--- src/hdl/pts_pkg.sv ---
// Shared constants, register indexes and types of the packed triangle unpacker.
`default_nettype none

package pts_pkg;

  localparam int MAX_ORDER     = 64;
  localparam int VALUE_BITS    = 32;
  localparam int POS_BITS      = 6;
  localparam int ORDER_BITS    = 7;
  localparam int PIDX_BITS     = 12;
  localparam int SCALE_BITS    = 17;
  localparam int SCALE_FRAC    = 16;
  localparam int CFG_IDX_BITS  = 2;
  localparam int CFG_DATA_BITS = 17;

  localparam logic [CFG_IDX_BITS-1:0] REG_ORDER         = 2'd0;
  localparam logic [CFG_IDX_BITS-1:0] REG_OFFDIAG_SCALE = 2'd1;
  localparam logic [CFG_IDX_BITS-1:0] REG_INPUT_SPARSE  = 2'd2;
  localparam logic [CFG_IDX_BITS-1:0] REG_OUTPUT_SPARSE = 2'd3;

  localparam logic [ORDER_BITS-1:0] ORDER_RESET = 7'd1;
  localparam logic [SCALE_BITS-1:0] SCALE_RESET = 17'd46341;

  typedef enum logic [4:0] {
    S_IDLE = 5'b00001,
    S_WALK = 5'b00010,
    S_CALC = 5'b00100,
    S_OUT  = 5'b01000,
    S_DONE = 5'b10000
  } state_e;

  typedef enum logic {
    OP_SCALE = 1'b0,
    OP_HALVE = 1'b1
  } op_e;

endpackage

`default_nettype wire

--- src/hdl/pts_scale.sv ---
// Shared arithmetic unit: scales by the Q1.16 factor or halves, then saturates.
`default_nettype none

module pts_scale
  import pts_pkg::*;
(
  input  wire logic signed [VALUE_BITS-1:0] value_i,
  input  wire logic        [SCALE_BITS-1:0] scale_i,
  input  wire op_e                          op_i,
  output logic signed      [VALUE_BITS-1:0] result_o
);

  localparam int PROD_BITS = VALUE_BITS + SCALE_BITS;
  localparam int Q_BITS    = VALUE_BITS + 2;

  logic                  neg;
  logic [VALUE_BITS-1:0] mag;
  logic [PROD_BITS-1:0]  prod;
  logic [Q_BITS-1:0]     q;
  logic [Q_BITS-1:0]     lim;
  logic [Q_BITS-1:0]     sat;

  assign neg  = value_i[VALUE_BITS-1];
  assign mag  = neg ? (~value_i + 1'b1) : value_i;
  assign prod = PROD_BITS'(mag) * PROD_BITS'(scale_i);
  assign lim  = Q_BITS'(1) << (VALUE_BITS - 1);

  always_comb begin
    case (op_i)
      OP_SCALE: begin
        // Negative values round toward minus infinity, so the magnitude rounds up.
        q = Q_BITS'(prod[PROD_BITS-1:SCALE_FRAC])
            + Q_BITS'(neg && (prod[SCALE_FRAC-1:0] != '0));
      end
      OP_HALVE: begin
        q = Q_BITS'(mag >> 1) + Q_BITS'(neg & mag[0]);
      end
      default: begin
        q = '0;
      end
    endcase
    if (neg) begin
      sat = (q > lim) ? lim : q;
      result_o = VALUE_BITS'(~sat + 1'b1);
    end else begin
      sat = (q > lim - 1'b1) ? (lim - 1'b1) : q;
      result_o = VALUE_BITS'(sat);
    end
  end

endmodule

`default_nettype wire

--- src/hdl/packed_triangle_to_symmetric.sv ---
// Top level of the packed upper triangle to symmetric matrix entry unpacker.
// One item is taken at a time; in_stall_o is high from acceptance until its
// last result has been taken. A dense-input item is accepted in S_IDLE, goes
// through the shared scale unit in S_CALC and waits in S_OUT for each result
// to be taken (two results for an off-diagonal element with dense output). A
// sparse-input item whose index does not descend first goes through the column
// walk in S_WALK, which steps one column per cycle through a single add and
// compare. A zero dropped without a marker passes S_CALC and S_DONE and gives
// no result. Configuration writes are taken in any cycle and are meant for
// idle periods only.
`default_nettype none

module packed_triangle_to_symmetric
  import pts_pkg::*;
(
  input  wire logic                         clk_i,
  input  wire logic                         rst_ni,
  input  wire logic                         cfg_we_i,
  input  wire logic [CFG_IDX_BITS-1:0]      cfg_index_i,
  input  wire logic [CFG_DATA_BITS-1:0]     cfg_wdata_i,
  input  wire logic                         in_valid_i,
  output logic                              in_stall_o,
  input  wire logic signed [VALUE_BITS-1:0] value_i,
  input  wire logic [PIDX_BITS-1:0]         packed_index_i,
  input  wire logic                         last_i,
  output logic                              out_valid_o,
  input  wire logic                         out_stall_i,
  output logic [POS_BITS-1:0]               row_o,
  output logic [POS_BITS-1:0]               col_o,
  output logic signed [VALUE_BITS-1:0]      entry_o,
  output logic                              entry_valid_o,
  output logic                              index_error_o,
  output logic                              last_out_o
);

  state_e state_q, state_d;

  logic [ORDER_BITS-1:0] order_q;
  logic [SCALE_BITS-1:0] scale_q;
  logic                  in_sparse_q;
  logic                  out_sparse_q;

  logic [POS_BITS-1:0]   row_count_q, row_count_d;
  logic [ORDER_BITS-1:0] col_count_q, col_count_d;
  logic [PIDX_BITS-1:0]  col_base_q, col_base_d;

  logic signed [VALUE_BITS-1:0] value_q, value_d;
  logic [PIDX_BITS-1:0]         pidx_q, pidx_d;
  logic                         last_q, last_d;
  logic [POS_BITS-1:0]          i_q, i_d;
  logic [POS_BITS-1:0]          j_q, j_d;
  logic                         err_q, err_d;

  logic [POS_BITS-1:0]          row_q, row_d;
  logic [POS_BITS-1:0]          col_q, col_d;
  logic signed [VALUE_BITS-1:0] entry_q, entry_d;
  logic                         ev_q, ev_d;
  logic                         ie_q, ie_d;
  logic                         lo_q, lo_d;
  logic                         second_q, second_d;

  logic [ORDER_BITS-1:0]        n;
  logic [PIDX_BITS-1:0]         walk_i;
  logic                         walk_step;
  logic                         diag;
  op_e                          op;
  logic signed [VALUE_BITS-1:0] unit_result;

  // Effective order clamped to 1..MAX_ORDER.
  always_comb begin
    if (order_q == '0) begin
      n = ORDER_BITS'(1);
    end else if (order_q > ORDER_BITS'(MAX_ORDER)) begin
      n = ORDER_BITS'(MAX_ORDER);
    end else begin
      n = order_q;
    end
  end

  assign walk_i    = pidx_q - col_base_q;
  assign walk_step = (col_count_q < n) && (walk_i > PIDX_BITS'(col_count_q));
  assign diag      = (i_q == j_q);
  assign op        = diag ? OP_HALVE : OP_SCALE;

  pts_scale u_scale (
    .value_i  (value_q),
    .scale_i  (scale_q),
    .op_i     (op),
    .result_o (unit_result)
  );

  assign in_stall_o    = (state_q != S_IDLE);
  assign out_valid_o   = (state_q == S_OUT);
  assign row_o         = row_q;
  assign col_o         = col_q;
  assign entry_o       = entry_q;
  assign entry_valid_o = ev_q;
  assign index_error_o = ie_q;
  assign last_out_o    = lo_q;

  always_comb begin
    state_d     = state_q;
    row_count_d = row_count_q;
    col_count_d = col_count_q;
    col_base_d  = col_base_q;
    value_d     = value_q;
    pidx_d      = pidx_q;
    last_d      = last_q;
    i_d         = i_q;
    j_d         = j_q;
    err_d       = err_q;
    row_d       = row_q;
    col_d       = col_q;
    entry_d     = entry_q;
    ev_d        = ev_q;
    ie_d        = ie_q;
    lo_d        = lo_q;
    second_d    = second_q;

    case (state_q)
      S_IDLE: begin
        if (in_valid_i) begin
          value_d = value_i;
          pidx_d  = packed_index_i;
          last_d  = last_i;
          err_d   = 1'b0;
          if (in_sparse_q) begin
            if (packed_index_i < col_base_q) begin
              // A descending index leaves the walk state untouched.
              err_d   = 1'b1;
              state_d = S_CALC;
            end else begin
              state_d = S_WALK;
            end
          end else begin
            state_d = S_CALC;
            if (col_count_q >= n) begin
              err_d = 1'b1;
            end else begin
              i_d = row_count_q;
              j_d = POS_BITS'(col_count_q);
              if (ORDER_BITS'(row_count_q) < col_count_q) begin
                row_count_d = row_count_q + 1'b1;
              end else begin
                row_count_d = '0;
                col_count_d = col_count_q + 1'b1;
              end
            end
          end
        end
      end
      S_WALK: begin
        if (walk_step) begin
          col_base_d  = col_base_q + PIDX_BITS'(col_count_q) + 1'b1;
          col_count_d = col_count_q + 1'b1;
        end else begin
          i_d     = POS_BITS'(walk_i);
          j_d     = POS_BITS'(col_count_q);
          err_d   = (col_count_q >= n);
          state_d = S_CALC;
        end
      end
      S_CALC: begin
        second_d = 1'b0;
        state_d  = S_OUT;
        if (err_q) begin
          row_d   = '0;
          col_d   = '0;
          entry_d = '0;
          ev_d    = 1'b0;
          ie_d    = 1'b1;
          lo_d    = last_q;
        end else if (out_sparse_q) begin
          if (!in_sparse_q && (value_q == '0)) begin
            // A dropped zero only leaves a marker when it closes the vector.
            row_d   = '0;
            col_d   = '0;
            entry_d = '0;
            ev_d    = 1'b0;
            ie_d    = 1'b0;
            lo_d    = 1'b1;
            if (!last_q) begin
              state_d = S_DONE;
            end
          end else begin
            row_d   = i_q;
            col_d   = j_q;
            entry_d = unit_result;
            ev_d    = 1'b1;
            ie_d    = 1'b0;
            lo_d    = last_q;
          end
        end else begin
          row_d = i_q;
          col_d = j_q;
          ev_d  = 1'b1;
          ie_d  = 1'b0;
          if (diag) begin
            entry_d = value_q;
            lo_d    = last_q;
          end else begin
            entry_d  = unit_result;
            lo_d     = 1'b0;
            second_d = 1'b1;
          end
        end
        if (last_q) begin
          row_count_d = '0;
          col_count_d = '0;
          col_base_d  = '0;
        end
      end
      S_OUT: begin
        if (!out_stall_i) begin
          if (second_q) begin
            // Mirrored entry of an off-diagonal element.
            row_d    = col_q;
            col_d    = row_q;
            lo_d     = last_q;
            second_d = 1'b0;
          end else begin
            state_d = S_IDLE;
          end
        end
      end
      S_DONE: begin
        state_d = S_IDLE;
      end
      default: begin
        state_d = S_IDLE;
      end
    endcase
  end

  always_ff @(posedge clk_i or negedge rst_ni) begin
    if (!rst_ni) begin
      state_q      <= S_IDLE;
      order_q      <= ORDER_RESET;
      scale_q      <= SCALE_RESET;
      in_sparse_q  <= 1'b0;
      out_sparse_q <= 1'b0;
      row_count_q  <= '0;
      col_count_q  <= '0;
      col_base_q   <= '0;
      second_q     <= 1'b0;
    end else begin
      state_q     <= state_d;
      row_count_q <= row_count_d;
      col_count_q <= col_count_d;
      col_base_q  <= col_base_d;
      second_q    <= second_d;
      if (cfg_we_i) begin
        case (cfg_index_i)
          REG_ORDER:         order_q      <= cfg_wdata_i[ORDER_BITS-1:0];
          REG_OFFDIAG_SCALE: scale_q      <= cfg_wdata_i[SCALE_BITS-1:0];
          REG_INPUT_SPARSE:  in_sparse_q  <= cfg_wdata_i[0];
          REG_OUTPUT_SPARSE: out_sparse_q <= cfg_wdata_i[0];
          default: begin
          end
        endcase
      end
    end
  end

  always_ff @(posedge clk_i) begin
    value_q <= value_d;
    pidx_q  <= pidx_d;
    last_q  <= last_d;
    i_q     <= i_d;
    j_q     <= j_d;
    err_q   <= err_d;
    row_q   <= row_d;
    col_q   <= col_d;
    entry_q <= entry_d;
    ev_q    <= ev_d;
    ie_q    <= ie_d;
    lo_q    <= lo_d;
  end

endmodule

`default_nettype wire

--- config.mk ---
export PLATFORM = sky130hd
export DESIGN_NAME = packed_triangle_to_symmetric
export DESIGN_NICKNAME = d
export VERILOG_FILES = /design/src/hdl/pts_pkg.sv /design/src/hdl/pts_scale.sv /design/src/hdl/packed_triangle_to_symmetric.sv
export SDC_FILE = /design/constraint.sdc
export NUM_CORES = 2
export LEC_CHECK = 0
export ABC_AREA = 1
export BUFFER_PORTS_ARGS = -buffer_cell sky130_fd_sc_hd__buf_2
export CORE_UTILIZATION = 60
export CTS_BUF_LIST = sky130_fd_sc_hd__clkbuf_8
export DETAILED_ROUTE_END_ITERATION = 8
export PLACE_DENSITY = 0.75
export RECOVER_POWER = 100
export REMOVE_ABC_BUFFERS = 1
export SLEW_MARGIN = 20
export SYNTH_ARGS = -nofsm -noshare
export SYNTH_HDL_FRONTEND = slang
export SYNTH_SLANG_ARGS = --single-unit
export TNS_END_PERCENT = 10
--- constraint.sdc ---
create_clock -name clk_i -period 12.2 [get_ports clk_i]
set_input_delay 1.83 -clock clk_i [delete_from_list [all_inputs] [get_ports clk_i]]
set_output_delay 1.83 -clock clk_i [all_outputs]
set_load 0.005 [all_outputs]
# --- Word level (Yosys, flattened, before mapping) ---
# Cells that the tools add are included.
word_totals:
  ff_bits: 162
  latchBits: 0
  mem_bits_rw: 0
  romBits: 0
  in_bits: 69
  output_inout_bits: 49
  wordCells: 169
  n_memories: 0
classes:
  n_addsub: 9
  multipliers: 1
  div_mod_pow: 0
  magnitude_cmp: 8
  n_eq_ne: 19
  n_shift: 0
  muxes: 81
  n_bitwise: 4
  n_reduce_logical: 26
ops:
  columns: ["op", "count"]
  rows:
  - ["32-bit 2-to-1 mux", 7]
  - ["6-bit 2-to-1 mux", 23]
  - ["34-bit case mux with 2 select lines", 1]
  - ["32-bit by 1-bit adder with 32-bit output, second input constant", 2]
  - ["32-bit inverter", 2]
  - ["6-bit case mux with 2 select lines", 5]
  - ["7-bit 2-to-1 mux", 8]
  - ["32-bit by 17-bit multiplier with 49-bit output", 1]
  - ["5-bit 2-to-1 mux", 9]
  - ["31-bit by 34-bit adder with 34-bit output", 1]
  - ["33-bit by 1-bit adder with 34-bit output", 1]
  - ["34-bit by 31-bit greater-than comparator with 1-bit output, second input constant", 1]
  - ["34-bit by 32-bit greater-than comparator with 1-bit output, second input constant", 1]
  - ["32-bit logical NOT", 1]
  - ["12-bit 2-to-1 mux", 2]
  - ["12-bit case mux with 2 select lines", 1]
  - ["7-bit case mux with 3 select lines", 1]
  - ["5-bit case mux with 4 select lines", 1]
  - ["1-bit 2-to-1 mux", 19]
  - ["2-bit inequality test, second input constant", 9]
  - ["16-bit nonzero test", 1]
  - ["12-bit by 1-bit adder with 12-bit output, second input constant", 1]
  - ["12-bit by 7-bit adder with 12-bit output", 1]
  - ["12-bit by 7-bit greater-than comparator with 1-bit output", 1]
  - ["other kinds (32)", 48]

# --- Depth between registers and ports, before layout ---
depth:
  word_depth: 15
  depth_mapped: 61
  ltp_nobuf: 58

# --- Modules after synthesis ---
# Synthesis repeated with hierarchy kept, for this count alone.
hier_totals:
  hier_cells: 4497
  hier_area_um2: 31813.0
by_module_without_submodules:
  columns: ["mod", "n_inst", "cells_per_inst", "area_per_inst_um2", "seq_area_each_um2"]
  rows:
  - ["pts_scale", 1, 3561, 23258.6, 0.0]
  - ["packed_triangle_to_symmetric", 1, 936, 8554.5, 4590.7]

# --- Worst setup path after synthesis ---
# OpenSTA, ideal clock, no wires.
synth_timing:
  path_kind: "register to register"
  startpoint: "register value_q[1]"
  endpoint: "register entry_q[16], in the netlist entry_o[16] (data pin)"
  setup_time_ns: 0.271
  arrival_time_ns: 8.989
  t_required_ns: 11.929
  path_slack_ns: 2.939
  stages_incl_launch_ff: 58
  path_buffers: 3
  synth_period_minus_slack_ns: 9.261
  path_cell_list: "edfxtp_1 > inv_1 > ha_1 > nand3_2 > nor2_2 > nand2_1 > nand3_1 > nand2_1 > inv_1 > clkbuf_1 > nand2_1 > fa_1 > inv_1 > fa_1 > inv_1 > fa_1 > fa_1 > fa_1 > (+22 left out) > nand3_1 > nor2_1 > nand3_1 > nor2_1 > nand3_1 > nor2_1 > nand3_2 > nand2_4 > buf_4 > buf_4 > nand2_1 > ha_1 > nand3_2 > nor2_4 > nand2_1 > nor2_1 > o21bai_1 > a21oi_1"
synth_between:
  elab_chain_cells: 15
  word_cells_on_any_way: 21
  classes_between: "add/sub: 4; mul: 1; order compare: 2; mux: 8; bitwise: 2; reduce/logical: 4"
synth_rtl:
  columns: ["item", "line_no", "text"]
  rows:
  - ["start, declared", "packed_triangle_to_symmetric.sv:47", "logic signed [VALUE_BITS-1:0] value_q, value_d;"]
  - ["start signal, assigned", "packed_triangle_to_symmetric.sv:266", "value_q <= value_d;"]
  - ["32-bit inverter", "pts_scale.sv:24", "assign mag = neg ? (~value_i + 1'b1) : value_i;"]
  - ["32-bit by 1-bit adder with 32-bit output", "pts_scale.sv:24", null]
  - ["32-bit 2-to-1 mux", "pts_scale.sv:24", null]
  - ["32-bit by 17-bit multiplier with 49-bit output", "pts_scale.sv:25", "assign prod = PROD_BITS'(mag) * PROD_BITS'(scale_i);"]
  - ["16-bit nonzero test", "pts_scale.sv:33", "+ Q_BITS'(neg && (prod[SCALE_FRAC-1:0] != '0));"]
  - ["1-bit logical AND", "pts_scale.sv:33", null]
  - ["33-bit by 1-bit adder with 34-bit output", "pts_scale.sv:33", null]
  - ["34-bit case mux with 2 select lines", "pts_scale.sv:29", "case (op_i)"]
  - ["34-bit by 32-bit greater-than comparator with 1-bit output", "pts_scale.sv:43", "sat = (q > lim) ? lim : q;"]
  - ["32-bit 2-to-1 mux", "pts_scale.sv:43", null]
  - ["32-bit inverter", "pts_scale.sv:44", "result_o = VALUE_BITS'(~sat + 1'b1);"]
  - ["32-bit by 1-bit adder with 32-bit output", "pts_scale.sv:44", null]
  - ["32-bit 2-to-1 mux", "pts_scale.sv:42", "if (neg) begin"]
  - ["32-bit 2-to-1 mux, on equally long branches", "packed_triangle_to_symmetric.sv:198, packed_triangle_to_symmetric.sv:174", null]
  - ["32-bit 2-to-1 mux *", "packed_triangle_to_symmetric.sv:173", "end else if (out_sparse_q) begin"]
  - ["end signal, assigned", "packed_triangle_to_symmetric.sv:274", "entry_q <= entry_d;"]
  - ["end, declared", "packed_triangle_to_symmetric.sv:56", "logic signed [VALUE_BITS-1:0] entry_q, entry_d;"]
# Every way passes the cells marked *; elsewhere a longest branch is shown, timed or not.
# A chain may end at the register's enable or synchronous reset.

# --- Worst setup path in the final report ---
layout_timing:
  startpoint: "register value_q[0]"
  endpoint: "register entry_q[25], in the netlist entry_o[25] (data pin)"
# Same word-level chain as after synthesis.

==> results.json <==
{
  "cts_tree": "yes",
  "stdcell_area_um2": 32980,
  "hold_ws_ns": 0.5328,
  "totalWireLength_um": 108100,
  "critPathArrivalTime_ns": 11.88,
  "synth.area.top_cells": "fa_1 (29%), nand2_1 (14%), inv_1 (11%)",
  "slowest_delay_ns": 0.55,
  "yosysTopAreaCell": "fa_1",
  "synth-simple-area-share": 0.2831,
  "hold_class": "reg -> reg",
  "crit_path_max_fanout": 28,
  "layout-drive-gt1-share": 0.07306,
  "core_um2": 51510,
  "post-dp-hpwl_um": 88040,
  "crit_path_end_kind": "flop",
  "crit_top_cell": "nand2_1",
  "min_period_ns": 11.49,
  "vias": 29620,
  "synth-compound-area-share": 0.06327,
  "synth.top_cell.area_share": 0.2881,
  "final_hold_viol_count": 0,
  "ys_seq_elements": 162,
  "grt_usage": 0.4183,
  "grt_max_degree": 58,
  "drt_iter0_markers": 3078,
  "first_pass_iters": 6,
  "initial_core_util": 0.6085,
  "maxSlewHeadroom": -1.351,
  "violations": "max-capacitance violations, max-slew violations",
  "grt_first_pass_wirelength_um": 167000,
  "tightestPinTransition_ns": 3.526,
  "numClockSinks": 162,
  "clk_pin_slew_worst_paths_ns": 0.11,
  "synthToLayoutAreaGrowth_pct": 5.221,
  "nets": 5107,
  "clk_path_buf_depth": 2,
  "maxCapViolCount": 3,
  "slew_violations": 143,
  "port_buffers": 117,
  "fmax_mhz": 87.02,
  "place_congestion": 1.041,
  "synth_xor_area_frac": 0.01341,
  "htreeDepth": 4,
  "yosysWarnings": 0,
  "crit_slowest_cell": "inv_1",
  "rows": 83,
  "tns_ns": 0,
  "grt-ovfl-total": 0,
  "cts_hold_buf": 0,
  "rsz0062_at_grt": "no",
  "root_buffer": "clkbuf_8",
  "outcome": "complete, but fails checks",
  "cts_buffers": 17,
  "synth-edff-count": 105,
  "drc": 0,
  "clock_latency_ns": 0.59,
  "pre_cts_slack_ns": 1.012,
  "synth_fa_ha_area_frac": 0.3598,
  "yosysUniqueCellTypes": 68,
  "ant_nets": 0,
  "antenna_found_initial": 3,
  "synth.most_common_cell": "nand2_1",
  "synth_ff_type": "edfxtp_1",
  "seq_area_frac_synth": 0.1465,
  "crit_path_start_kind": "flop",
  "die_x_um": 230.6,
  "path_class": "reg -> reg",
  "synth_common_cells": "nand2_1 (1157), inv_1 (931), fa_1 (451)",
  "place_area_um2": 32690,
  "layout_setup_ws_ns": 0.7079,
  "viasPerCell": 5.806,
  "die-area_um2": 53160,
  "grt_pass1_vias": 29410,
  "synth_mux_area_frac": 0.0003194,
  "syn_avg_cell_area_um2": 7.227,
  "synth_area_um2": 31340,
  "async_reset_ff_frac": 0.3519,
  "wl_per_cell_um": 21.18,
  "io_pins": 118,
  "ctsResizeCount": 0,
  "fin_crit_sh": 0.9420,
  "post-cts-setup-buffer-count": 0,
  "fp.dieH_um": 230.6,
  "clock-skew-final_ns": 0.03973,
  "synth_top_family_by_area": "adder cells",
  "setup_viol": 0,
  "synth_cells": 4337,
  "required_ns": 12.59
}
per-layer routing:
layer  part of all wire  global-route usage  vias up  wire length [um]
met5            0.00025                   0        -                27
met2               0.45              0.6532     1707             48470
li1                   -                   -    13320                 -
met3               0.11             0.09733      380             12410
met1               0.38              0.5423    14210             40640
met4              0.060              0.2196        4              6507
flip-flops by register name (all words and copies together) (netlist names), 5 cells and up:
| signal | count |
|---|---|
| entry_o | 32 |
| value_q | 32 |
| scale_q | 17 |
| col_base_q | 12 |
| pidx_q | 12 |
| col_count_q | 7 |
| order_q | 7 |
| col_o | 6 |
| i_q | 6 |
| j_q | 6 |
| row_count_q | 6 |
| row_o | 6 |
| state_q | 5 |
area by class of cell:
type / instances / area (um2)
flip-flops and latches: 162 / 4591
diodes: 1 / 2.502
well taps: 680 / 850.8
multi-input cells: 3081 / 22540
clock buffers: 17 / 234.0
clock inverters: 15 / 170.2
fillers: 4847 / 18530
inverters: 969 / 3637
repair buffers: 177 / 957.2
layout by cell type (no fill, tap or decap), types with 11 or more instances in the layout:
cell	count
a21oi_1	124
buf_2	69
buf_4	52
clkbuf_1	55
clkbuf_8	17
clkinv_1	11
dfrtp_1	48
edfxtp_1	105
fa_1	451
ha_1	179
inv_1	934
inv_2	25
nand2_1	1158
nand2_2	49
nand3_1	239
nand3_2	16
nand3b_1	12
nand4_1	64
nor2_1	415
nor2_2	31
nor2_4	15
nor3_1	26
nor4_1	12
o21ai_0	115
o21ai_1	12
o21bai_1	11
o31ai_1	11
o41ai_1	12
xnor2_1	13
xor2_1	35
stage by stage:
step | instances | utilization
2_1_floorplan | 4212 | -
3_3_place_gp | 5068 | 0.6346
5_1_grt | 5102 | 0.6403
3_5_place_dp | 5068 | 0.6346
6_report | 5102 | 0.6403
4_1_cts | 5100 | 0.6424
path summary, 6_finish.rpt:
kind                       cells past startpoint  slack, ns        from              to
min reg2reg                                    2       0.53  order_q[4]      order_q[4]
max                                           51       0.71  value_q[0]     entry_o[25]
max in group asynchronous                      2       7.66      rst_ni  row_count_q[0]
min                                            2       0.53  order_q[4]      order_q[4]
min in group asynchronous                      2       2.53      rst_ni      order_q[6]
max reg2reg                                   51       0.71  value_q[0]     entry_o[25]
worst max-delay path: cells and delay by family, from the launching register on:
| kind | cells | cell delay [ns] |
|---|---|---|
| buffers and inverters | 9 | 1.30 |
| AOI/OAI and AO/OA | 3 | 0.89 |
| and+or+nand+nor | 29 | 4.41 |
| DFF | 1 | 0.34 |
| adders and majority gates | 10 | 4.32 |
cells by family (layout without fill, tap and decap cells):
| kind of cell | Yosys count | after routing |
|---|---|---|
| fa+ha+maj | 631 | 631 |
| compound gates | 340 | 340 |
| other cells | 0 | 1 |
| simple gates | 2061 | 2061 |
| flops | 162 | 162 |
| mux | 1 | 1 |
| xor+xnor | 48 | 48 |
| buf+inv | 1094 | 1178 |
Power is left out: the tool's default activity adds up to more than one toggle a clock period on the data nets, which glitch-free logic cannot reach.
